`config.mk`:
```
export PLATFORM = sky130hd
export DESIGN_NAME = bps_front
export DESIGN_NICKNAME = d
export VERILOG_FILES = /design/src/sv/bps_pkg.sv /design/src/sv/bps_front.sv
export SDC_FILE = /design/constraint.sdc
export NUM_CORES = 1
export LEC_CHECK = 0
export BUFFER_PORTS_ARGS = -buffer_cell sky130_fd_sc_hd__buf_2
export CAP_MARGIN = 20
export CORE_UTILIZATION = 45
export DETAILED_ROUTE_END_ITERATION = 6
export PLACE_DENSITY = 0.83
export SLEW_MARGIN = 30
export SYNTH_ARGS = -nofsm -noshare
export SYNTH_HDL_FRONTEND = slang
export SYNTH_SLANG_ARGS = --single-unit
```
`constraint.sdc`:
```
create_clock -name vclk -period 6.4
set_input_delay 0 -clock vclk [all_inputs]
set_output_delay 0 -clock vclk [all_outputs]
set_load 0.02 [all_outputs]
```
`src/sv/bps_pkg.sv`:
```
package bps_pkg;

	// image geometry and number format
	localparam int MAX_WIDTH  = 256;
	localparam int MAX_HEIGHT = 256;
	localparam int FRAC_BITS  = 8;
	localparam int ONE        = 1 << FRAC_BITS;

	// field widths
	localparam int COORD_W  = 16;
	localparam int PIX_W    = 8;
	localparam int CH_W     = 2;
	localparam int MODE_W   = 2;
	localparam int STATUS_W = 2;
	localparam int SAMPLE_W = 16;
	localparam int SIZE_W   = 9;

	// derived widths
	localparam int INT_W = COORD_W - FRAC_BITS;
	localparam int COL_W = $clog2(MAX_WIDTH);
	localparam int ROW_W = $clog2(MAX_HEIGHT);
	localparam int LIM_W = SIZE_W + FRAC_BITS;
	localparam int WGT_W = FRAC_BITS + 1;
	localparam int H_W   = PIX_W + FRAC_BITS + 1;
	localparam int V_W   = H_W + FRAC_BITS + 1;

	// channel counts
	localparam int RGB_CHANNELS = 3;

	// register reset values
	localparam int RESET_WIDTH  = 256;
	localparam int RESET_HEIGHT = 256;

	// pixel store: four banks split by column and row parity
	localparam int NUM_BANKS  = 4;
	localparam int BANK_SEL_W = $clog2(NUM_BANKS);
	localparam int BANK_DEPTH = RGB_CHANNELS * (MAX_WIDTH / 2) * (MAX_HEIGHT / 2);
	localparam int BANK_AW    = $clog2(BANK_DEPTH);

	// command queue between front and back
	localparam int QUEUE_DEPTH = 4;
	localparam int QPTR_W      = $clog2(QUEUE_DEPTH);
	localparam int QCNT_W      = QPTR_W + 1;

	// request modes
	localparam logic [MODE_W-1:0] MODE_WRITE      = 2'd0;
	localparam logic [MODE_W-1:0] MODE_BILINEAR   = 2'd1;
	localparam logic [MODE_W-1:0] MODE_HORIZONTAL = 2'd2;

	// result status codes
	localparam logic [STATUS_W-1:0] ST_OK          = 2'd0;
	localparam logic [STATUS_W-1:0] ST_BAD_CHANNEL = 2'd1;
	localparam logic [STATUS_W-1:0] ST_BAD_COORD   = 2'd2;

	// configuration register indexes
	localparam int CFG_IDX_W = 2;
	localparam logic [CFG_IDX_W-1:0] REG_IMAGE_WIDTH  = 2'd0;
	localparam logic [CFG_IDX_W-1:0] REG_IMAGE_HEIGHT = 2'd1;
	localparam logic [CFG_IDX_W-1:0] REG_COLOR_MODE   = 2'd2;

	typedef enum logic [1:0] {
		KIND_NONE,
		KIND_WRITE,
		KIND_SAMPLE
	} kind_t;

	typedef struct packed {
		logic [MODE_W-1:0]  mode;
		logic [COORD_W-1:0] x_coord;
		logic [COORD_W-1:0] y_coord;
		logic [CH_W-1:0]    channel;
		logic [PIX_W-1:0]   pixel_value;
	} in_req_t;

	typedef struct packed {
		logic [SAMPLE_W-1:0] sample_value;
		logic [STATUS_W-1:0] status;
	} out_rsp_t;

	typedef struct packed {
		logic [SIZE_W-1:0] image_width;
		logic [SIZE_W-1:0] image_height;
		logic              color_mode;
	} cfg_t;

	typedef struct packed {
		kind_t                kind;
		logic [STATUS_W-1:0]  status;
		logic [CH_W-1:0]      channel;
		logic [COL_W-1:0]     col0;
		logic [COL_W-1:0]     col1;
		logic [ROW_W-1:0]     row0;
		logic [ROW_W-1:0]     row1;
		logic [FRAC_BITS-1:0] x_frac;
		logic [FRAC_BITS-1:0] y_frac;
		logic [PIX_W-1:0]     pixel_value;
	} cmd_t;

endpackage

```
`src/sv/bps_front.sv`:
```
module bps_front (
	input  bps_pkg::in_req_t req,
	input  bps_pkg::cfg_t    cfg,
	output bps_pkg::cmd_t    cmd
);

	logic [bps_pkg::SIZE_W-1:0]    w_eff;
	logic [bps_pkg::SIZE_W-1:0]    h_eff;
	logic                          ch_ok;
	logic [bps_pkg::INT_W-1:0]     xi;
	logic [bps_pkg::INT_W-1:0]     yi;
	logic [bps_pkg::FRAC_BITS-1:0] xf;
	logic [bps_pkg::FRAC_BITS-1:0] yf;
	logic [bps_pkg::LIM_W-1:0]     x_lim;
	logic [bps_pkg::LIM_W-1:0]     y_lim;
	logic                          x_over;
	logic                          y_over;
	logic                          xi_over;
	logic                          yi_over;
	logic [bps_pkg::COL_W-1:0]     x0;
	logic [bps_pkg::COL_W-1:0]     x1;
	logic [bps_pkg::ROW_W-1:0]     y0;
	logic [bps_pkg::ROW_W-1:0]     y1;

	// clamp the size registers to 1..max
	always_comb begin
		if (cfg.image_width == '0) begin
			w_eff = bps_pkg::SIZE_W'(1);
		end else if (cfg.image_width > bps_pkg::SIZE_W'(bps_pkg::MAX_WIDTH)) begin
			w_eff = bps_pkg::SIZE_W'(bps_pkg::MAX_WIDTH);
		end else begin
			w_eff = cfg.image_width;
		end
		if (cfg.image_height == '0) begin
			h_eff = bps_pkg::SIZE_W'(1);
		end else if (cfg.image_height > bps_pkg::SIZE_W'(bps_pkg::MAX_HEIGHT)) begin
			h_eff = bps_pkg::SIZE_W'(bps_pkg::MAX_HEIGHT);
		end else begin
			h_eff = cfg.image_height;
		end
	end

	// channel check against the color mode
	assign ch_ok = cfg.color_mode ?
		(req.channel < bps_pkg::CH_W'(bps_pkg::RGB_CHANNELS)) : (req.channel == '0);

	// split coordinates into whole and fraction parts
	assign xi = req.x_coord[bps_pkg::COORD_W-1:bps_pkg::FRAC_BITS];
	assign yi = req.y_coord[bps_pkg::COORD_W-1:bps_pkg::FRAC_BITS];
	assign xf = req.x_coord[bps_pkg::FRAC_BITS-1:0];
	assign yf = req.y_coord[bps_pkg::FRAC_BITS-1:0];

	// fixed-point limits of the last column and row
	assign x_lim = {(w_eff - bps_pkg::SIZE_W'(1)), {bps_pkg::FRAC_BITS{1'b0}}};
	assign y_lim = {(h_eff - bps_pkg::SIZE_W'(1)), {bps_pkg::FRAC_BITS{1'b0}}};
	assign x_over = bps_pkg::LIM_W'(req.x_coord) > x_lim;
	assign y_over = bps_pkg::LIM_W'(req.y_coord) > y_lim;
	assign xi_over = bps_pkg::SIZE_W'(xi) >= w_eff;
	assign yi_over = bps_pkg::SIZE_W'(yi) >= h_eff;

	// neighbor columns and rows; an exact coordinate reuses the same pixel
	assign x0 = xi[bps_pkg::COL_W-1:0];
	assign y0 = yi[bps_pkg::ROW_W-1:0];
	assign x1 = x0 + bps_pkg::COL_W'(xf != '0);
	assign y1 = y0 + bps_pkg::ROW_W'(yf != '0);

	// classify the request
	always_comb begin
		cmd.kind        = bps_pkg::KIND_NONE;
		cmd.status      = bps_pkg::ST_OK;
		cmd.channel     = req.channel;
		cmd.col0        = x0;
		cmd.col1        = x0;
		cmd.row0        = y0;
		cmd.row1        = y0;
		cmd.x_frac      = xf;
		cmd.y_frac      = yf;
		cmd.pixel_value = req.pixel_value;
		case (req.mode)
			bps_pkg::MODE_WRITE: begin
				if (!ch_ok) begin
					cmd.status = bps_pkg::ST_BAD_CHANNEL;
				end else if (xi_over || yi_over) begin
					cmd.status = bps_pkg::ST_BAD_COORD;
				end else begin
					cmd.kind = bps_pkg::KIND_WRITE;
				end
			end
			bps_pkg::MODE_BILINEAR: begin
				cmd.col1 = x1;
				cmd.row1 = y1;
				if (!ch_ok) begin
					cmd.status = bps_pkg::ST_BAD_CHANNEL;
				end else if (x_over || y_over) begin
					cmd.status = bps_pkg::ST_BAD_COORD;
				end else begin
					cmd.kind = bps_pkg::KIND_SAMPLE;
				end
			end
			bps_pkg::MODE_HORIZONTAL: begin
				cmd.col1   = x1;
				cmd.y_frac = '0;
				if (!ch_ok) begin
					cmd.status = bps_pkg::ST_BAD_CHANNEL;
				end else if (x_over || yi_over) begin
					cmd.status = bps_pkg::ST_BAD_COORD;
				end else begin
					cmd.kind = bps_pkg::KIND_SAMPLE;
				end
			end
			default: begin
				cmd.kind = bps_pkg::KIND_NONE;
			end
		endcase
	end

endmodule

```
Word-level counts from Yosys, hierarchy flattened
Index checks and enable logic that the tools add are counted.
Storage, ports and cells
  word-level logic and storage cells: 45
  input bits: 63
  register bits: 0
  output and inout port bits: 62
Operators by class
  muxes and demuxes: 22
  eq/ne operators: 2
  order comparisons: 7
  add/sub/neg operators: 4
  reductions and logical operators: 10
Operators by type and width (number)
  $mux 9: 4
  $gt 16x17->1: 2
  $mux 8: 3
  $mux 2: 10
  $ge 8x9->1: 2
  $gt 9x9->1 const B: 2
  $logic_not 9->1: 2
  $sub 9x1->9 const B: 2
  $add 8x1->8: 2
  $reduce_bool 8->1: 2
  $pmux 2 s3: 2
  $logic_not 2->1: 2
  $logic_or 1x1->1: 3
  $mux 1: 3
  $eq 2x1->1 const B: 1
  $eq 2x2->1 const B: 1
  $lt 2x2->1 const B: 1
  $reduce_or 2->1: 1

Depth between registers and ports, before layout
Gate-level depths: netlist of run 1.
  depth after elaboration: 9
  mapped depth: 13
  mapped depth without buffers: 13

Worst setup path after synthesis of run 1
Ideal clock, no wire load.
  kind: in2out
  start: in cfg[14] (netlist bit)
  end: out cmd[59] (netlist bit)
  arrival: 2.581 ns
  stages: 13
  path slack: 3.819 ns
  buffers on the path: 0
  required time: 6.400 ns
  cells stage by stage: nor4_4 > a21oi_1 > or2_2 > ha_1 > o21ai_0 > xnor2_1 > ha_1 > nand4_1 > o21ai_1 > a21oi_1 > nor3_2 > o21ai_1 > a41oi_1
RTL lines
  start, declared: RTL line bps_front.sv:3  | input bps_pkg::cfg_t cfg,
  end, declared: RTL line bps_front.sv:4  | output bps_pkg::cmd_t cmd

==> out/qor.yml, run 1 <==
slowest_delay_ps: 360
fp.dieH_um: 68.0
ys.warnings.count: 0
status: "finished, final reports clean"
slew_violations: 0
layout-drive-gt1-share_pct: 35.8
post-route-min-period_ps: 2920
firstDrtPassIters: 4
synth_cell_types: 40
cp.arrival_ps: 2920
nNetsFinal: 443
p_leak_nw: 1.15
fin_tns_setup_ps: 0
nFlopsAndLatches: 0
tightest_slew_ps: 383
finalCritPeriodShare_pct: 45.7
use_met2_pct: 36.4
final-seq-area_sq_um: 0
cts_post_setup_buffers_inserted: 0
core_area_sq_um: 4090
diodes: 0
synth-seq-area-share_pct: 0
gp_congestion: 0.866
grt_pass1_wl_um: 7190
grt_pass1_vias: 1739
p_per_area_nw_per_um2: 79.1
max-cap-violations: 0
area_growth_pct: 17.4
ctsResizeCount: 0
vias: 2088
grt_usage_pct: 19.6
setup_violations: 0
cp.required_ps: 6400
synth_top_family_by_area: "simple AND/OR/NAND/NOR gates"
synth_xor_area_share_pct: 7.60
synth-simple-area-share_pct: 35.3
synth_compound_area_share_pct: 13.0
end_kind: "output pin"
rsz0062_at_grt: "false"
hp-start: "req[4]"
synth.net_count: 369
place_hpwl_um: 4130
hold_depth: 0
worstPathCellList: "buf_2 -> nor4_4 -> a21oi_1 -> or2_2 -> ha_1 -> o21ai_0 -> xnor2_1 -> ha_1 -> nand4_1 -> o21ai_1 -> a21oi_1 -> nor3_2 -> o21ai_1 -> a41oi_1 -> buf_2"
antenna_found_initial: 0
grt.busiest_layer: "met2"
crit_path_start_kind: "input pin"
die-width_um: 68.0
slowest_stage: "nor4_4"
postSynthCellCount: 263
drc: 0
routedWlPerCell_um: 12.2
grt_max_degree: 17
holdPathEnd: "cmd[4]"
ios: 125
num_rows: 23
path_class: "in2out"
start_util_pct: 47.9
ant_nets: 0
slew_headroom_pct: 74.5
synth_area_per_cell_sq_um: 7.45
num-clock-buffers: 0
worstPathMaxFanout: 6
routed_wl_um: 4690
overflow: 0
vdd_drop_max_mv: 0.0349
hold_path_class: "in2out"
use_met3_pct: 0.833
ctsHoldBuffers: 0
synth_area_sq_um: 1960
max_freq_ghz: 0.342
hold_viol: 0
synthAdderAreaFrac_pct: 27.5
final_area_sq_um: 2300
avgViaCountPerCell: 5.42
met1_usage_pct: 24.1
drtIter0Drc: 130
dieArea_sq_um: 4620
dpl_cell_area_sq_um: 2300
synth_mux_area_share_pct: 1.66
postLayoutCoreUtil_pct: 56.3
portBuffers: 109
## cell families after synthesis
kind of cell / count (synthesis)
AO/OA/AOI/OAI: 40
XOR/XNOR: 17
adder cells (fa/ha/maj): 43
buffers and inverters: 44
multiplexers: 3
AND/OR/NAND/NOR: 116
## critical path, delay by kind of cell
kind / cells / cell delay (ps)
buf+inv: 2 / 350
fa+ha+maj: 2 / 560
simple gates: 4 / 1110
compound gates: 6 / 800
xor+xnor: 1 / 110
## cell usage in the layout, fill, tap and decap left out, types with 3 or more instances in the layout
cell      netlist  final
nand4_1        11     11
nand2_1        21     21
o21ai_0         7      7
nand3_1         7      7
nor2b_1        11     11
xnor2_1        14     14
ha_1           43     43
nand2b_1       16     16
a21o_1          3      3
nor3_1         12     12
or3_1           3      3
a21oi_1        13     13
xor2_1          3      3
buf_2           0    109
inv_1           7      7
a211oi_1        4      4
nor2_1         12     12
nor4_1          5      5
a31oi_1         3      3
and3_1          5      5
## cells in the mapped netlist
cell      instances  area share [%]
a41oi_1           1            0.45
nor4_2            2             1.3
o31ai_1           1            0.38
or3_1             3            0.96
or2_2             2            0.64
nand4b_1          1            0.45
nor4b_1           1            0.45
nand3_1           7             1.8
nor4_1            5             1.6
o32ai_2           1            0.83
clkbuf_1          3            0.58
nor4_4            2             2.2
xnor2_1          14             6.3
inv_1             7             1.3
mux2i_1           1            0.51
xor2_1            3             1.3
nor3b_1           1            0.38
and3_1            5             1.6
a21o_1            3             1.2
nor2_1           12             2.3
nand2b_1         16             5.1
ha_1             43              27
or2b_1            1            0.38
mux2_2            2             1.2
o21a_1            2            0.77
nor4b_4           1             1.2
o211ai_1          2            0.77
a31oi_1           3            0.96
nand4_1          11             3.5
a211oi_1          4             1.5
a21oi_1          13             3.3
nand2_1          21             4.0
nor3_1           12             3.1
nor2b_1          11             3.5
a2111o_1          1            0.58
o21ai_0           7             1.8
o21ai_1           2            0.51
buf_4            34              13
nor3_2            1            0.51
and2_0            1            0.32
## how the worst max path moves through the flow
stage	start	end	slack [ps]	depth (start not counted)
4_1_cts	cfg[14]	cmd[59]	3470	15
3_5_place_dp	cfg[14]	cmd[59]	3470	15
6_report	cfg[14]	cmd[59]	3480	15
2_1_floorplan	cfg[14]	cmd[59]	3820	13
5_1_grt	cfg[14]	cmd[59]	3240	15
3_3_place_gp	cfg[14]	cmd[59]	3580	15
## where the power goes
| group | leakage [nW] | internal (mW) | switching (mW) |
|---|---|---|---|
| logic | 1.15 | 0.0745 | 0.107 |
| registers | 0 | 0 | 0 |
| clock network | 0 | 0 | 0 |
## metal layers
| metal | part of all wire (%) | routed length (um) |
|---|---|---|
| met1 | 42 | 1980 |
| met4 | 2.0 | 93 |
| met5 | 0 | 0 |
| met2 | 50 | 2370 |
| met3 | 5.4 | 254 |
## cell type report
class | instances | area (sq um)
multi-input combinational | 219 | 1670
inverter | 7 | 26.3
fill | 374 | 1790
timing repair buffer | 109 | 546
tap | 50 | 62.6
## through the flow
step / std cells / total power [mW] / setup slack (ps) / hold slack [ps]
floorplan: 263 / 0.133 / 3820 / 113
detailed placement: 385 / 0.182 / 3470 / 0.137
finish: 385 / 0.182 / 3480 / 0.00881
CTS: 385 / 0.183 / 3470 / 0.137
global route: 385 / 0.206 / 3240 / 0.0424
global placement: 385 / 0.179 / 3580 / 0.137
Power figures use the tool's default switching activity.
==> run 2: changes to the inputs <==
==> constraint.sdc (replaced) <==
create_clock -name vclk -period 2.8
set_input_delay 0 -clock vclk [all_inputs]
set_output_delay 0 -clock vclk [all_outputs]
set_load 0.02 [all_outputs]
==> out/qor.yml, run 2 (synthesis results as in run 1) <==
worstPathMaxFanout: 3
dieArea_sq_um: 4620
tightest_slew_ps: 470
gp_congestion: 0.899
switching_share_pct: 58.7
max_freq_ghz: 0.374
hold_slack_ps: 0.00774
nNetsFinal: 448
start_util_pct: 47.9
combPwrFrac_pct: 100.0
hold_depth: 0
final-seq-area_sq_um: 0
hold_path_class: "in2out"
grt_pass1_vias: 1783
slew_violations: 0
hold_viol: 0
antenna_found_initial: 0
nFlopsAndLatches: 0
postLayoutCoreUtil_pct: 57.9
p_int_mw: 0.181
fp.dieH_um: 68.0
num_rows: 23
place_hpwl_um: 4410
status: "finished, final reports clean"
core_area_sq_um: 4090
setup_violations: 0
drc: 0
portBuffers: 109
grt_pass1_wl_um: 7410
post-route-min-period_ps: 2680
overflow: 0
vdd_drop_max_mv: 0.0780
max-cap-violations: 0
firstDrtPassIters: 4
num-clock-buffers: 0
diodes: 0
layout-drive-gt1-share_pct: 37.9
slew_headroom_pct: 68.5
fillCellCount: 398
grt_usage_pct: 20.2
finalCritPeriodShare_pct: 95.6
fin_tns_setup_ps: 0
cp.arrival_ps: 2680
drtIter0Drc: 111
p_per_area_nw_per_um2: 185
routed_wl_um: 5140
ios: 125
avgViaCountPerCell: 5.50
final_common_cell: "buf_2"
vias: 2145
p_clk_share_pct: 0
routedWlPerCell_um: 13.2
path_class: "in2out"
grt_max_degree: 17
layout_common_cells: "108 x buf_2, 41 x ha_1, 21 x nand2_1, 16 x nand2b_1, 14 x xnor2_1"
seq_power_share_pct: 0
p_sw_mw: 0.257
die-width_um: 68.0
ant_nets: 0
end_kind: "output pin"
area_growth_pct: 20.9
crit_path_start_kind: "input pin"
cp.required_ps: 2800
p_total_mw: 0.438
p_leak_nw: 1.18
[run 2: cell types whose count changed in the layout (fill, tap and decap cells not counted), sizes merged]
cell / before / now
buf: 109 / 114
[run 2: worst paths after layout]
| path | start | to |
|---|---|---|
| max | cfg[1] | cmd[61] |
| min | req[4] | cmd[4] |
[run 2: repair_timing]
item / CTS / global route
setup buffers: 0 / 2
hold buffers: 0 / 0
gates resized for setup: 0 / 8
setup endpoints to repair: 1 / 2
pin swaps: 1 / 7
gates cloned: 0 / 0
[run 2: per-stage QoR]
step	std cells	area [sq um]	setup slack (ps)
after floorplan	263	1960	219
after global placement	388	2320	84.4
after detailed placement	388	2320	-6.52
after CTS	388	2320	36.4
after global routing	390	2370	-9.12
final	390	2370	123
[run 2: critical path, cell delays in order]
cell	delay (ps)
buf_2	120
or3_1	420
or3_1	340
a211oi_1	320
ha_1	320
nor3_1	220
nor2_1	70
o211ai_1	220
nor3_2	80
nor2b_1	160
nor4b_4	220
buf_4	180
[run 2: layout make-up]
cell class | count | area (sq um) | area share [%]
inverters | 7 | 26.3 | 1.11
multi-input cells | 219 | 1690 | 71.5
well taps | 50 | 62.6 | 2.64
repair buffers | 114 | 586 | 24.7
[run 2: power groups by stage]
| stage | sequential [mW] | combinational, mW | clock [mW] |
|---|---|---|---|
| 6_report | 0 | 0.438 | 0 |
| 5_1_grt | 0 | 0.485 | 0 |
| 3_3_place_gp | 0 | 0.412 | 0 |
| 4_1_cts | 0 | 0.424 | 0 |
| 3_5_place_dp | 0 | 0.423 | 0 |
| 2_1_floorplan | 0 | 0.303 | 0 |
[run 2: layer usage]
| metal | GRT usage (%) | vias to the layer above | part of all wire (%) |
|---|---|---|---|
| li1 | - | 1085 | - |
| met1 | 23.1 | 961 | 41 |
| met2 | 40.1 | 93 | 52 |
| met3 | 1.50 | 6 | 6.2 |
| met4 | 3.39 | 0 | 1.4 |
| met5 | 0 | - | 0 |
==> run 3: changes to the inputs <==
--- a/config.mk
+++ b/config.mk
@@ -10,6 +10,7 @@
 export CORE_UTILIZATION = 45
 export DETAILED_ROUTE_END_ITERATION = 6
 export PLACE_DENSITY = 0.83
+export SETUP_SLACK_MARGIN = 0.2
 export SLEW_MARGIN = 30
 export SYNTH_ARGS = -nofsm -noshare
 export SYNTH_HDL_FRONTEND = slang
==> out/qor.yml, run 3 (synthesis results as in run 1) <==
ant_nets: 0
overflow: 0
status: "finished, final reports clean"
final-seq-area_sq_um: 0
combPwrFrac_pct: 100.0
grt_max_degree: 17
p_total_mw: 0.462
drtIter0Drc: 115
switching_share_pct: 57.8
fp.dieH_um: 68.0
crit_path_start_kind: "input pin"
dpl_cell_area_sq_um: 2320
final_common_cell: "buf_2"
p_leak_nw: 1.22
max_freq_ghz: 0.380
cp.arrival_ps: 2630
p_sw_mw: 0.267
grt_pass1_vias: 1789
nFlopsAndLatches: 0
layout-drive-gt1-share_pct: 41.1
vias: 2158
layout_common_cells: "104 x buf_2, 40 x ha_1, 21 x nand2_1, 15 x nand2b_1, 14 x xnor2_1"
start_util_pct: 47.9
area_growth_pct: 26.8
rsz0062_at_grt: "true"
avgViaCountPerCell: 5.52
slew_violations: 0
fillCellCount: 371
finalCritPeriodShare_pct: 94.1
drc: 0
hold_path_class: "in2out"
diodes: 0
die-width_um: 68.0
dieArea_sq_um: 4620
worstPathMaxFanout: 3
ios: 125
wl_met1_um: 2120
firstDrtPassIters: 4
max-cap-violations: 0
setup_violations: 0
nNetsFinal: 449
cp.required_ps: 2800
hold_viol: 0
num_rows: 23
grt_usage_pct: 20.6
fin_tns_setup_ps: 0
dp_cells: 388
p_clk_share_pct: 0
routedWlPerCell_um: 13.6
grt_pass1_wl_um: 7530
p_per_area_nw_per_um2: 186
portBuffers: 109
wl_met3_um: 297
end_kind: "output pin"
finalNonFillerCells: 391
path_class: "in2out"
place_hpwl_um: 4410
final_area_sq_um: 2480
route.met2.wl_um: 2800
seq_power_share_pct: 0
highest_layer: "met4"
gp_congestion: 0.899
core_area_sq_um: 4090
p_int_mw: 0.195
routed_wl_um: 5310
num-clock-buffers: 0
post-route-min-period_ps: 2630
antenna_found_initial: 0
vdd_drop_max_mv: 0.0897
slew_headroom_pct: 67.7
hold_slack_ps: 0.00774
tightest_slew_ps: 477
==> run 3: changes by cell type in the layout (fill, tap and decap cells not counted), moves of 2 or more <==
cell,delta
buf_2,-4
o21ai_0,-4
o21ai_1,+3
a211oi_1,-2
buf_4,+2
buf_6,+2
ha_4,+2
==> run 3: final timing paths <==
check	cells past startpoint	slack, ps	startpoint	to
min	0	0.008	req[4]	cmd[4]
max	13	170	cfg[1]	cmd[61]
==> run 3: repair_timing <==
action,CTS,global route
buffers inserted,1,2
endpoints found under the setup margin,2,3
hold buffers,0,0
gates resized for setup,7,29
pin swaps,4,18
==> run 3: power by group through the flow <==
stage                     logic [mW]  clock network (mW)  registers (mW)
after floorplan                0.303                   0               0
after global placement         0.412                   0               0
after detailed placement       0.423                   0               0
after CTS                      0.434                   0               0
after global routing           0.509                   0               0
final                          0.462                   0               0
==> run 3: metrics by stage <==
| step | setup WS [ps] | utilization (%) |
|---|---|---|
| final | 166 | 60.8 |
| after global routing | 70.4 | 60.8 |
| after CTS | 203 | 57.7 |
| after detailed placement | -6.52 | 56.8 |
| after global placement | 84.4 | 56.8 |
| after floorplan | 219 | - |
==> run 3: area by class of cell <==
cell class                      count  area (sq um)  share of cell area [%]
Tap cell                           50          62.6                    2.52
Inverter                            7          26.3                    1.06
Timing Repair Buffer              115           618                    24.9
Multi-Input combinational cell    219          1780                    71.5
==> run 3: critical path, stage by stage <==
cell and delay (ps):
buf_2 120, or3_1 410, or3_1 380, nor3_2 160, a211oi_2 70, ha_1 320, nor3_1 220, nor2_1 70
o211ai_1 220, nor3_2 90, nor2b_1 160, nor4b_4 220, buf_4 180
==> run 3: per-layer routing <==
metal	up-vias	track usage (%)
met5	-	0
met1	973	23.7
met3	8	0.833
li1	1086	-
met2	91	41.5
met4	0	2.86
