===== config.mk =====
export PLATFORM = sky130hd
export DESIGN_NAME = bps_queue
export DESIGN_NICKNAME = d
export VERILOG_FILES = /design/src/sv/bps_pkg.sv /design/src/sv/bps_queue.sv
export SDC_FILE = /design/constraint.sdc
export NUM_CORES = 1
export LEC_CHECK = 0
export ABC_AREA = 1
export BUFFER_PORTS_ARGS = -buffer_cell sky130_fd_sc_hd__buf_2
export CORE_MARGIN = 2
export CORE_UTILIZATION = 50
export CTS_CLUSTER_DIAMETER = 60
export DETAILED_ROUTE_END_ITERATION = 7
export PLACE_DENSITY_LB_ADDON = 0.1
export SLEW_MARGIN = 30
export SYNTH_ARGS = -nofsm -noshare
export SYNTH_HDL_FRONTEND = slang
export SYNTH_SLANG_ARGS = --single-unit
export TNS_END_PERCENT = 20

===== constraint.sdc =====
create_clock -name clk -period 3.6 [get_ports clk]
set_input_delay 0.36 -clock clk [delete_from_list [all_inputs] [get_ports clk]]
set_output_delay 0.36 -clock clk [all_outputs]
set_load 0.005 [all_outputs]

===== src/sv/bps_pkg.sv =====
package bps_pkg;

	// image geometry and number format
	localparam int MAX_WIDTH  = 256;
	localparam int MAX_HEIGHT = 256;
	localparam int FRAC_BITS  = 8;
	localparam int ONE        = 1 << FRAC_BITS;

	// field widths
	localparam int COORD_W  = 16;
	localparam int PIX_W    = 8;
	localparam int CH_W     = 2;
	localparam int MODE_W   = 2;
	localparam int STATUS_W = 2;
	localparam int SAMPLE_W = 16;
	localparam int SIZE_W   = 9;

	// derived widths
	localparam int INT_W = COORD_W - FRAC_BITS;
	localparam int COL_W = $clog2(MAX_WIDTH);
	localparam int ROW_W = $clog2(MAX_HEIGHT);
	localparam int LIM_W = SIZE_W + FRAC_BITS;
	localparam int WGT_W = FRAC_BITS + 1;
	localparam int H_W   = PIX_W + FRAC_BITS + 1;
	localparam int V_W   = H_W + FRAC_BITS + 1;

	// channel counts
	localparam int RGB_CHANNELS = 3;

	// register reset values
	localparam int RESET_WIDTH  = 256;
	localparam int RESET_HEIGHT = 256;

	// pixel store: four banks split by column and row parity
	localparam int NUM_BANKS  = 4;
	localparam int BANK_SEL_W = $clog2(NUM_BANKS);
	localparam int BANK_DEPTH = RGB_CHANNELS * (MAX_WIDTH / 2) * (MAX_HEIGHT / 2);
	localparam int BANK_AW    = $clog2(BANK_DEPTH);

	// command queue between front and back
	localparam int QUEUE_DEPTH = 4;
	localparam int QPTR_W      = $clog2(QUEUE_DEPTH);
	localparam int QCNT_W      = QPTR_W + 1;

	// request modes
	localparam logic [MODE_W-1:0] MODE_WRITE      = 2'd0;
	localparam logic [MODE_W-1:0] MODE_BILINEAR   = 2'd1;
	localparam logic [MODE_W-1:0] MODE_HORIZONTAL = 2'd2;

	// result status codes
	localparam logic [STATUS_W-1:0] ST_OK          = 2'd0;
	localparam logic [STATUS_W-1:0] ST_BAD_CHANNEL = 2'd1;
	localparam logic [STATUS_W-1:0] ST_BAD_COORD   = 2'd2;

	// configuration register indexes
	localparam int CFG_IDX_W = 2;
	localparam logic [CFG_IDX_W-1:0] REG_IMAGE_WIDTH  = 2'd0;
	localparam logic [CFG_IDX_W-1:0] REG_IMAGE_HEIGHT = 2'd1;
	localparam logic [CFG_IDX_W-1:0] REG_COLOR_MODE   = 2'd2;

	typedef enum logic [1:0] {
		KIND_NONE,
		KIND_WRITE,
		KIND_SAMPLE
	} kind_t;

	typedef struct packed {
		logic [MODE_W-1:0]  mode;
		logic [COORD_W-1:0] x_coord;
		logic [COORD_W-1:0] y_coord;
		logic [CH_W-1:0]    channel;
		logic [PIX_W-1:0]   pixel_value;
	} in_req_t;

	typedef struct packed {
		logic [SAMPLE_W-1:0] sample_value;
		logic [STATUS_W-1:0] status;
	} out_rsp_t;

	typedef struct packed {
		logic [SIZE_W-1:0] image_width;
		logic [SIZE_W-1:0] image_height;
		logic              color_mode;
	} cfg_t;

	typedef struct packed {
		kind_t                kind;
		logic [STATUS_W-1:0]  status;
		logic [CH_W-1:0]      channel;
		logic [COL_W-1:0]     col0;
		logic [COL_W-1:0]     col1;
		logic [ROW_W-1:0]     row0;
		logic [ROW_W-1:0]     row1;
		logic [FRAC_BITS-1:0] x_frac;
		logic [FRAC_BITS-1:0] y_frac;
		logic [PIX_W-1:0]     pixel_value;
	} cmd_t;

endpackage


===== src/sv/bps_queue.sv =====
module bps_queue (
	input  logic          clk,
	input  logic          arst_n,
	input  logic          push,
	input  bps_pkg::cmd_t push_data,
	output logic          full,
	input  logic          pop,
	output bps_pkg::cmd_t pop_data,
	output logic          empty
);

	logic [bps_pkg::QPTR_W-1:0] wr_ptr_q;
	logic [bps_pkg::QPTR_W-1:0] rd_ptr_q;
	logic [bps_pkg::QCNT_W-1:0] count_q;
	bps_pkg::cmd_t              entry_q [bps_pkg::QUEUE_DEPTH];

	assign full     = count_q == bps_pkg::QCNT_W'(bps_pkg::QUEUE_DEPTH);
	assign empty    = count_q == '0;
	assign pop_data = entry_q[rd_ptr_q];

	// pointers and fill count
	always_ff @(posedge clk or negedge arst_n) begin
		if (!arst_n) begin
			wr_ptr_q <= '0;
			rd_ptr_q <= '0;
			count_q  <= '0;
		end else begin
			if (push) begin
				wr_ptr_q <= wr_ptr_q + bps_pkg::QPTR_W'(1);
			end
			if (pop) begin
				rd_ptr_q <= rd_ptr_q + bps_pkg::QPTR_W'(1);
			end
			case ({push, pop})
				2'b10:   count_q <= count_q + bps_pkg::QCNT_W'(1);
				2'b01:   count_q <= count_q - bps_pkg::QCNT_W'(1);
				default: count_q <= count_q;
			endcase
		end
	end

	// entry storage
	always_ff @(posedge clk) begin
		if (push) begin
			entry_q[wr_ptr_q] <= push_data;
		end
	end

endmodule


# --- After elaboration in Yosys (flattened, before gate mapping) ---
# Memories as Yosys holds them, arrays and structs flattened.
# Index checks and enable logic that the tools add are counted.
totals:
  ff_bits: 7
  latch_bits: 0
  mem_bits_rw: 248
  rom_bits: 0
  inputBits: 66
  out_inout_bits: 64
  elab_cells: 16
  mem_count: 1
classes:
  addsub: 4
  multipliers: 0
  div_mod_pow: 0
  n_lt_le_gt_ge: 0
  eq_ne: 3
  shift: 0
  muxes: 3
  bitwise_logic: 0
  n_reduce_logical: 2
mem_list:
  columns: ["memory", "words", "width", "rd", "rd_ports_with_merged_regs", "write_ports", "line", "rtl"]
  rows:
  - ["entry_q", 4, 62, 1, 0, 1, "bps_queue.sv:15", "bps_pkg::cmd_t entry_q [bps_pkg::QUEUE_DEPTH];"]
op_table:
  columns: ["op", "n"]
  rows:
  - ["$pmux 3 s2", 1]
  - ["$add 2x1->2 const B", 2]
  - ["$add 3x1->3 const B", 1]
  - ["$eq 3x3->1 const B", 1]
  - ["$logic_not 3->1", 1]
  - ["$sub 3x1->3 const B", 1]
  - ["$eq 2x1->1 const B", 1]
  - ["$eq 2x2->1 const B", 1]
  - ["$mux 1", 2]
  - ["$reduce_bool 2->1", 1]

# --- Longest topological paths before layout ---
# Gate-level depths: netlist of the first run.
depth:
  ltp_word: 2
  mapped_depth: 10
  depth_no_buf: 9

# --- Least setup slack after synthesis of the first run ---
# Ideal clock, no wire load.
synth_timing:
  path_kind: "flip-flop to flip-flop"
  start: "register wr_ptr_q[0] (netlist bit)"
  end: "memory entry_q[2][0] (netlist bit) (enable)"
  t_arrival_ns: 1.885
  slack_ns: 1.299
  path_stages_with_launch: 5
  n_path_buf: 0
  synth_period_minus_slack_ns: 2.301
  path_cell_list: "dfrtp_1 > inv_1 > ha_1 > nand2_1 > inv_1"
synth_rtl:
  columns: ["element", "line", "rtl"]
  rows:
  - ["start: declaration", "bps_queue.sv:12", "logic [bps_pkg::QPTR_W-1:0] wr_ptr_q;"]
  - ["start signal: assignment", "bps_queue.sv:29", "wr_ptr_q <= wr_ptr_q + bps_pkg::QPTR_W'(1);"]
  - ["end: declaration", "bps_queue.sv:15", null]
# Straight into the memory's write port.

==> results.md, run 1 <==
- Final Instance Count excl. Fillers: 1191
- Critical-path maximum fanout: 37
- CTS buffer count: 27
- CP endpoint kind: output port
- CTS clk-pin slew, worst paths: 0.06 ns
- Top FF cell, synth: edfxtp_1
- Fin area: 12300 um^2
- All-Layer GR Usage: 18.2%
- Most common cell after layout, fill and taps aside: edfxtp_1
- Syn nets: 844
- Worst slew pin tran: 0.827 ns
- Avg Vias per Cell: 5.02
- Row count: 53
- DR pass1 iterations: 6
- Post-route minimum period: 2.67 ns
- Largest net degree at the start of global routing: 127
- H-tree levels: 1
- Worst hold slack: 0.0534 ns
- Number of global-route vias before repair: 6088
- Type of the worst setup path: flop to output port
- IO Port Bufs: 129
- Hold Crit Class: input pin to flop
- Register bit count reported by yosys: 255
- Layout Skew: 0.0102 ns
- Required time worst endpoint: 3.24 ns
- # DRC: 0
- Slew HR: 44.8%
- Final setup viols: 0
- Die area: 22700 um^2
- Max VDD drop: 0.000428 V
- Fraction of layout cells with a size suffix above 1: 28.8%
- Post-CTS Setup Inserts: 0
- Slew Viols, Final: 0
- DP Area: 11500 um^2
- Placed Instances: 1144
- Clock Sinks: 255
- Final wirelength: 20200 um
- HPWL after DPL: 11800 um
- RSZ-0062 raised after global routing: false
- Die H: 151 um
- CTS tree: built
- Number of flops mapped to enable cells by yosys: 248
- Initial DRC Count: 323
- Starting density of the core: 51.0%
- Leakage power: 5.02 nW
- Reg area: 7630 um^2
- Post-Syn Instances: 772
- CTS Hold Bufs: 1
- FFs w/ async S/R, synth: 2.75%
- Post-cts sizing count: 0
- Most frequent cells in the layout: edfxtp_1 (248), nand2_1 (197), inv_1 (133)
- Power Density: 803 nW/um^2
- Die X: 151 um
- Initial antenna violation count: 1
- Root Buffer: clkbuf_16
- Final ANT Viol Nets: 0
- Netlist Area Pre-Place: 10800 um^2
- Synthesized area per cell: 13.9 um^2
- Maximum clock rate: 374 MHz
- Yosys cell types: 20
- Antenna diodes: 0
- Ports: 130
- Critical path arrival: 2.31 ns
- Multi-input gate area: 2250 um^2
- Final Hold Fails: 0
- Startpoint types: flop
- Status: completed
- Setup tns final: 0 ns
- Worst-skew pair later-pin latency: 0.52 ns
- Register area share after synthesis: 70.8%
- Routed WL per cell: 17.0 um
- Area Overhead vs Synth: 14.3%
- Routed vias: 5976
- Gr ovfl total: 0
- First-pass GRT wire length: 31900 um
- GPL Wtd Cong: 0.704
- MaxCap Viol Count: 0
- Worst-case clock buffer depth: 3
- YS warnings: 0
- Crit share post-route: 74.3%
- Final nets: 971
- Core Region: 21100 um^2
- FILL cells: 1667
-- where the power goes --
group          total [W]  internal [W]  leakage, nW  switching, W
Combinational    0.00338       0.00123         2.29       0.00215
Sequential       0.00407       0.00390         2.36      0.000171
Clock            0.00244       0.00138        0.374       0.00106
-- metal layers --
layer	vias up	track usage, %	routed length (um)
met5	-	0	11
met4	2	4.58	418
met3	36	3.61	1050
met2	127	32.5	10200
met1	2881	22.9	8480
li1	2930	-	-
-- critical path, stage by stage (launching register included) --
cell      delay (ns)
dfrtp_4         0.42
clkinv_2        0.54
buf_4           0.47
o211ai_1        0.12
nand2_1         0.08
buf_2           0.13
-- synthesized netlist by cell type, types with 3 or more instances --
cell | n | area share (%)
buf_4 | 4 | 0.28
buf_6 | 21 | 2.2
buf_2 | 14 | 0.65
xor2_1 | 3 | 0.24
o211ai_1 | 38 | 2.7
dfrtp_1 | 7 | 1.6
o211ai_2 | 86 | 10
ha_1 | 5 | 0.58
inv_1 | 137 | 4.8
nand2_1 | 197 | 6.9
edfxtp_1 | 248 | 69
-- flip-flops by register name, summed over array words and instances, names as in the netlist --
name,flops
rd_ptr_q,2
wr_ptr_q,2
entry_q,248
count_q,3
-- worst paths after layout --
check | from | endpoint | slack (ns) | cells after the start
worst max register to register | wr_ptr_q[1]$_DFFE_PN0P_ | entry_q[1][31]$_DFFE_PP_ | 1.61 | 5
worst max-delay path | rd_ptr_q[1]$_DFFE_PN0P_ | pop_data[12] | 0.93 | 5
max in group asynchronous | arst_n | rd_ptr_q[1]$_DFFE_PN0P_ | 3.22 | 2
worst min-delay path | push_data[14] | entry_q[1][14]$_DFFE_PP_ | 0.05 | 1
worst min register to register | count_q[2]$_DFFE_PN0P_ | count_q[2]$_DFFE_PN0P_ | 0.52 | 2
min in group asynchronous | arst_n | wr_ptr_q[1]$_DFFE_PN0P_ | 0.20 | 2
-- layout make-up --
cell class / count / share of cell area, %
flip-flops and latches: 255 / 62.0
multi-input cells: 337 / 18.3
repair buffers: 140 / 6.48
clock buffers: 36 / 5.77
inverters: 138 / 4.22
well taps: 275 / 2.80
clock inverters: 10 / 0.437
-- stage by stage --
step / power (W) / utilization, % / worst slack, ns
global route: 0.0105 / 58.3 / 0.748
finish: 0.00988 / 58.3 / 0.925
detailed placement: 0.00760 / 54.7 / 1.42
CTS: 0.0100 / 58.3 / 0.856
floorplan: 0.00659 / - / 1.30
global placement: 0.00750 / 54.7 / 1.43
-- logic make-up (layout without fill, tap and decap cells) --
kind of cell	Yosys count	in the layout	share of synthesized area (%)
AOI/OAI and AO/OA	126	126	12.7
buffers and inverters	180	324	8.27
adders and majority gates	6	6	0.767
DFF	255	255	70.8
xor gates and xnor gates	4	4	0.326
and+or+nand+nor	201	201	7.07
Power figures use the tool's default switching activity.
==> run 2, diff against run 1 <==
==> constraint.sdc (replaced) <==
create_clock -name clk -period 2.45 [get_ports clk]
set_input_delay 0.245 -clock clk [delete_from_list [all_inputs] [get_ports clk]]
set_output_delay 0.245 -clock clk [all_outputs]
set_load 0.005 [all_outputs]
==> run 2 against run 1 <==
Sequential power is 47% higher. Largest cell class unchanged. Critical endpoint is now pop_data[22]. First-iteration DRC count is 11% higher. Via count rose by 5.7%. Sequential cell count unchanged. Highest routed layer is now met4. Global-route usage rose by 0.098 points. Utilization increased by 4.3 points. Sequential share of layout area decreased by 4.3 points. Die area stayed put. Combinational power increased by 53%. Wire length rose by 2.9%. Clock power up 75%. Cell count up 6.6%.
==> results.md, run 2 (synthesis gave the netlist of run 1 again) <==
- Type of the worst setup path: flop to output port
- R2R Path End: entry_q[2][31]$_DFFE_PP_
- Layout Skew: 0.00754 ns (-0.00271 ns)
- Routed WL per cell: 16.4 um (-3.5%)
- Final wirelength: 20800 um (+2.9%)
- Area Overhead vs Synth: 22.8%
- Slew Viols, Final: 0 (unchanged)
- CTS buffer count: 29 (+7.4%)
- Final setup viols: 0 (unchanged)
- Most common cell after layout, fill and taps aside: edfxtp_1
- MaxCap Viol Count: 0 (unchanged)
- First-pass GRT wire length: 32200 um (+1.1%)
- RR Startpoint: wr_ptr_q[0]$_DFFE_PN0P_
- Starting density of the core: 51.0% (unchanged)
- Regs by FF count: entry_q (248), count_q (3)
- Power Density: 1170 nW/um^2 (+46%)
- CP max stage cell: dfrtp_4
- Clock Sinks: 255 (unchanged)
- Fraction of layout cells with a size suffix above 1: 28.2% (-0.62 points)
- Crit share post-route: 90.9%
- CTS tree: built
- Initial DRC Count: 359 (+11%)
- Worst reg-to-reg setup slack: 0.86 ns (-0.75 ns)
- Avg Vias per Cell: 4.97 (-0.88%)
- Routed vias: 6316 (+5.7%)
- CP max stage delay: 0.43 ns (-0.11 ns)
- Most frequent cells in the layout: edfxtp_1 (248), nand2_1 (197), inv_1 (133)
- Hold Crit Class: input pin to async pin
- Final ANT Viol Nets: 0 (unchanged)
- Die H: 151 um (unchanged)
- Reg with most FFs: entry_q
- Gr ovfl total: 0 (unchanged)
- Slew HR: 65.8% (+21 points)
- Startpoint types: flop
- Worst-case reg-to-reg path depth: 5 (unchanged)
- Largest net degree at the start of global routing: 73 (-43%)
- Die area: 22700 um^2 (unchanged)
- CTS clk-pin slew, worst paths: 0.05 ns (about the same)
- Initial antenna violation count: 2 (+1)
- DP Area: 11600 um^2 (+0.51%)
- Final nets: 1042 (+7.3%)
- Post-route minimum period: 2.23 ns
- GPL Wtd Cong: 0.743 (+5.5%)
- Critical path arrival: 1.98 ns (-0.33 ns)
- Final Hold Fails: 0 (unchanged)
- H-tree levels: 1 (unchanged)
- Fin area: 13200 um^2 (+7.4%)
- RSZ-0062 raised after global routing: false
- Root Buffer: clkbuf_16
- Status: completed
- # DRC: 0 (unchanged)
- Worst-skew pair later-pin latency: 0.53 ns (about the same)
- HPWL after DPL: 12000 um (+1.5%)
- CP cell instances: clkinv_2, buf_12, o211ai_1, nand2_1, buf_2
- Die X: 151 um (unchanged)
- FILL cells: 1600 (-4.0%)
- Max VDD drop: 0.000796 V (+86%)
- Worst-case clock buffer depth: 3 (unchanged)
- Ports: 130 (unchanged)
- Row count: 53 (unchanged)
- Critical-path maximum fanout: 31 (-16%)
- Leakage power: 5.42 nW (+7.8%)
- DR pass1 iterations: 5 (-1)
- Core Util, Final: 62.6% (+4.3 points)
- Worst slew pin tran: 0.514 ns (-0.313 ns)
- Required time worst endpoint: 2.20 ns (-1.04 ns)
- Maximum clock rate: 449 MHz
- CP endpoint kind: output port
- Post-CTS Setup Inserts: 0 (unchanged)
- IO Port Bufs: 129 (unchanged)
- All-Layer GR Usage: 18.3% (+0.098 points)
- Core Region: 21100 um^2 (unchanged)
- Setup tns final: 0 ns (unchanged)
- Number of global-route vias before repair: 6436 (+5.7%)
- Multi-input gate area: 2250 um^2 (unchanged)
- Reg area: 7630 um^2 (unchanged)
- Max FFs per register: 248 (unchanged)
[run 2: worst max-delay path: cells and delay by family, from the launching register on]
kind / cells / cell delay (ns)
buffers and inverters: 3 / 0.81
flip-flops: 1 / 0.43
AO/OA/AOI/OAI: 1 / 0.14
AND/OR/NAND/NOR: 1 / 0.07
[run 2: layout make-up]
cell class	count	share of cell area [%]
Antenna cell	2	0.0379
Clock buffer	40	5.88
Clock inverter	14	1.43
Inverter	138	3.93
Multi-Input combinational cell	337	17.0
Sequential cell	255	57.8
Tap cell	275	2.60
Timing Repair Buffer	209	11.3
[run 2: worst max path at each step]
stage	from	end	slack, ns	cells after the start
floorplan	wr_ptr_q[0]$_DFFE_PN0P_	entry_q[2][0]$_DFFE_PP_	0.15	4
global placement	rd_ptr_q[1]$_DFFE_PN0P_	pop_data[25]	0.78	5
detailed placement	rd_ptr_q[1]$_DFFE_PN0P_	pop_data[21]	0.77	5
CTS	rd_ptr_q[1]$_DFFE_PN0P_	pop_data[21]	0.20	5
global route	rd_ptr_q[0]$_DFFE_PN0P_	pop_data[8]	0.08	5
finish	rd_ptr_q[1]$_DFFE_PN0P_	pop_data[22]	0.22	5
[run 2: report_power, final]
part / internal, W / total [W] / switching, W / leakage (nW)
clock network: 0.00265 / 0.00428 / 0.00163 / 0.464
logic: 0.00197 / 0.00517 / 0.00320 / 2.59
registers: 0.00573 / 0.00600 / 0.000273 / 2.36
[run 2: routing by layer]
metal | GRT usage (%) | part of all wire (%) | wire length, um
met1 | 23.2 | 42 | 8760
met2 | 31.8 | 50 | 10500
met3 | 4.06 | 5.2 | 1090
met4 | 5.42 | 2.3 | 478
met5 | 0 | 0 | 0
[run 2: stage by stage]
stage	hold WS (ns)	total power (W)	cells	setup WS, ns
after floorplan	-0.0506	0.00968	772	0.149
after global placement	0.101	0.0111	1149	0.781
after detailed placement	0.101	0.0113	1149	0.766
after CTS	0.0764	0.0157	1268	0.196
after global routing	0.0894	0.0164	1270	0.0764
final	0.104	0.0154	1270	0.223
[run 2: what timing repair did]
item	4_1_cts	5_1_grt
gates resized for setup	0	0
hold buffers	65	0
endpoints found under the hold margin	257	0
==> run 3, diff against run 2 <==
--- a/config.mk
+++ b/config.mk
@@ -5,7 +5,7 @@
 export SDC_FILE = /design/constraint.sdc
 export NUM_CORES = 1
 export LEC_CHECK = 0
-export ABC_AREA = 1
+export ABC_AREA = 0
 export BUFFER_PORTS_ARGS = -buffer_cell sky130_fd_sc_hd__buf_2
 export CORE_MARGIN = 2
 export CORE_UTILIZATION = 50
==> run 3 against run 2 <==
Register-to-register slack got worse by 0.12 ns. Global-route usage fell by 0.43 points. Synthesized cell count decreased by 53%. Critical path type unchanged. First-iteration DRC count fell by 43%. Largest cell class unchanged. Largest power group unchanged.
==> results.md, run 3 <==
- Status: completed
- FILL cells: 1285 (-20%)
- Setup tns final: 0 ns (unchanged)
- Largest net degree at the start of global routing: 36 (-51%)
- Clock Sinks: 255 (unchanged)
- IO Port Bufs: 129 (unchanged)
- RSZ-0062 raised after global routing: false
- Sequential power share: 44.6% (+5.8 points)
- CP endpoint kind: output port
- Starting density of the core: 50.7% (-0.34 points)
- Power Density: 1130 nW/um^2 (-3.3%)
- Post-route minimum period: 2.24 ns (+0.0110 ns)
- Synthesized area per cell: 26.1 um^2 (+87%)
- Synth top cells by count: edfxtp_1 (248), mux4_2 (58), buf_2 (7), dfrtp_1 (7)
- Top FF cell, synth: edfxtp_1
- Row count: 50 (-5.7%)
- Worst-skew pair later-pin latency: 0.52 ns (about the same)
- CP max stage cell: mux4_1
- Core Region: 18600 um^2 (-12%)
- Crit path launch: rd_ptr_q[0]$_DFFE_PN0P_
- Final wirelength: 17300 um (-17%)
- GPL Wtd Cong: 0.679 (-8.7%)
- Ports: 130 (unchanged)
- CTS buffer count: 27 (-6.9%)
- Crit share post-route: 91.3% (+0.45 points)
- Area Overhead vs Synth: 26.6%
- CTS clk-pin slew, worst paths: 0.06 ns (about the same)
- Yosys cell types: 18 (-10%)
- H-tree levels: 1 (unchanged)
- Die area: 20000 um^2 (-12%)
- Final nets: 658 (-37%)
- Worst reg-to-reg setup slack: 0.74 ns (-0.12 ns)
- Final setup viols: 0 (unchanged)
- Routed vias: 4481 (-29%)
- Worst-case reg-to-reg path depth: 4 (-1)
- Core Util, Final: 64.2% (+1.5 points)
- Crit path to: pop_data[1]
- Most common cell after layout, fill and taps aside: edfxtp_1
- Startpoint types: flop
- Slew HR: 61.7% (-4.0 points)
- First-pass GRT wire length: 27100 um (-16%)
- Hold Crit Class: input pin to async pin
- Synth area leaders: edfxtp_1 (79%), mux4_2 (14%), dfrtp_1 (1.9%)
- Initial antenna violation count: 0 (-2)
- Antenna diodes: 0 (-2)
- Register area share after synthesis: 80.9% (+10 points)
- Layout Skew: 0.00525 ns (-0.00229 ns)
- HPWL after DPL: 9880 um (-18%)
- Fraction of layout cells with a size suffix above 1: 40.9% (+13 points)
- Pint: 0.00988 W (-4.5%)
- Regs by FF count: entry_q (248), count_q (3)
- DR pass1 iterations: 4 (-1)
- Critical path arrival: 1.99 ns (about the same)
- Required time worst endpoint: 2.20 ns (about the same)
- RR Startpoint: wr_ptr_q[0]$_DFFE_PN0P_
- Netlist Area Pre-Place: 9420 um^2 (-12%)
- Die X: 141 um (-6.3%)
- Max VDD drop: 0.000738 V (-7.3%)
- Final ANT Viol Nets: 0 (unchanged)
- Leakage power: 4.21 nW (-22%)
- Syn nets: 433 (-49%)
- Worst-case clock buffer depth: 3 (unchanged)
- Register bit count reported by yosys: 255 (unchanged)
- YS warnings: 0 (unchanged)
- R2R Path End: entry_q[2][42]$_DFFE_PP_
- Root Buffer: clkbuf_16
- Critical-path maximum fanout: 21 (-32%)
- Worst slew pin tran: 0.574 ns (+0.0606 ns)
- Area leader, netlist: edfxtp_1
- Type of the worst setup path: flop to output port
- Final Instance Count excl. Fillers: 840 (-34%)
- Power share of the clock group: 27.9% (+0.2 points)
- CP cell instances: buf_12, mux4_1, buf_2
- Number of global-route vias before repair: 4912 (-24%)
- Number of flops mapped to enable cells by yosys: 248 (unchanged)
- Die H: 141 um (-6.3%)
- Psw: 0.00360 W (-29%)
- # DRC: 0 (unchanged)
- Synth top area share: 79.1% (+9.9 points)
- Initial DRC Count: 205 (-43%)
- FFs w/ async S/R, synth: 2.75% (unchanged)
- MaxCap Viol Count: 0 (unchanged)
- Avg Vias per Cell: 5.33 (+7.3%)
- Cell with the most instances after synthesis: edfxtp_1
- Placed Instances: 724 (-37%)
- Switching share of power: 26.7% (-6.3 points)
- Maximum clock rate: 447 MHz (-0.49%)
- All-Layer GR Usage: 17.9% (-0.43 points)
- Reg with most FFs: entry_q
- Final Hold Fails: 0 (unchanged)
- CTS tree: built
- CP max stage delay: 0.56 ns (+0.13 ns)
- Gr ovfl total: 0 (unchanged)
- Most frequent cells in the layout: edfxtp_1 (248), buf_2 (129), dlygate4sd3_1 (65)
- Slew Viols, Final: 0 (unchanged)
- Max FFs per register: 248 (unchanged)
- Comb power frac: 27.5% (-5.9 points)
- Routed WL per cell: 20.6 um (+26%)
- Post-Syn Instances: 361 (-53%)
## run 3: stage by stage
stage	hold slack [ns]	setup WS, ns	cell area (um^2)	total power (W)
2_1_floorplan	-0.0506	-0.0576	9420	0.00834
3_3_place_gp	0.0893	0.498	10400	0.00966
3_5_place_dp	0.0922	0.502	10400	0.00974
4_1_cts	0.0738	0.142	11900	0.0137
5_1_grt	0.111	0.115	11900	0.0142
6_report	0.115	0.212	11900	0.0135
## run 3: power groups by stage
stage / combinational (W) / sequential (W) / clock (W)
3_3_place_gp: 0.00348 / 0.00618 / 0
4_1_cts: 0.00383 / 0.00603 / 0.00386
3_5_place_dp: 0.00351 / 0.00623 / 0
5_1_grt: 0.00405 / 0.00609 / 0.00401
2_1_floorplan: 0.00239 / 0.00595 / 0
6_report: 0.00371 / 0.00601 / 0.00376
## run 3: kinds of logic (layout without fill, tap and decap cells)
| group | after synthesis | count (layout) | synth area share (%) |
|---|---|---|---|
| compound gates | 2 | 2 | 0.106 |
| xor+xnor | 6 | 6 | 0.558 |
| fa+ha+maj | 6 | 6 | 0.877 |
| buf+inv | 20 | 265 | 2.01 |
| flops | 255 | 255 | 80.9 |
| mux | 62 | 62 | 15.0 |
| simple gates | 10 | 10 | 0.545 |
## run 3: worst min path at each step
stage                              end  slack [ns]  depth (start not counted)
6_report        count_q[2]$_DFFE_PN0P_        0.11                          2
3_5_place_dp   rd_ptr_q[0]$_DFFE_PN0P_        0.09                          1
2_1_floorplan   count_q[0]$_DFFE_PN0P_       -0.05                          0
5_1_grt         count_q[2]$_DFFE_PN0P_        0.11                          2
4_1_cts         count_q[2]$_DFFE_PN0P_        0.07                          2
3_3_place_gp    count_q[2]$_DFFE_PN0P_        0.09                          1
## run 3: critical path: cells and delay by family (launching register included)
family   cells  cell delay, ns
buf+inv      2            0.38
flops        1            0.51
mux          1            0.56
## run 3: what timing repair did
item,in CTS,in global routing
setup endpoints to repair,23,0
endpoints found under the hold margin,258,0
gates resized for setup,0,0
setup buffers,2,0
hold buffers,65,0
## run 3: layer usage
| metal | vias to the layer above | global-route usage (%) | wire [um] |
|---|---|---|---|
| li1 | 1995 | - | - |
| met1 | 2350 | 24.1 | 7480 |
| met2 | 109 | 30.1 | 8560 |
| met3 | 27 | 4.42 | 897 |
| met4 | 0 | 4.05 | 349 |
| met5 | - | 0 | 0 |
## run 3: final cells by class
| type | instances | area [um^2] | share of cell area, % |
|---|---|---|---|
| sequential | 255 | 7630 | 64.0 |
| multi-input combinational | 86 | 1620 | 13.6 |
| timing repair buffer | 210 | 1540 | 12.9 |
| clock buffer | 31 | 691 | 5.79 |
| tap | 234 | 293 | 2.45 |
| clock inverter | 18 | 136 | 1.14 |
| inverter | 6 | 22.5 | 0.189 |
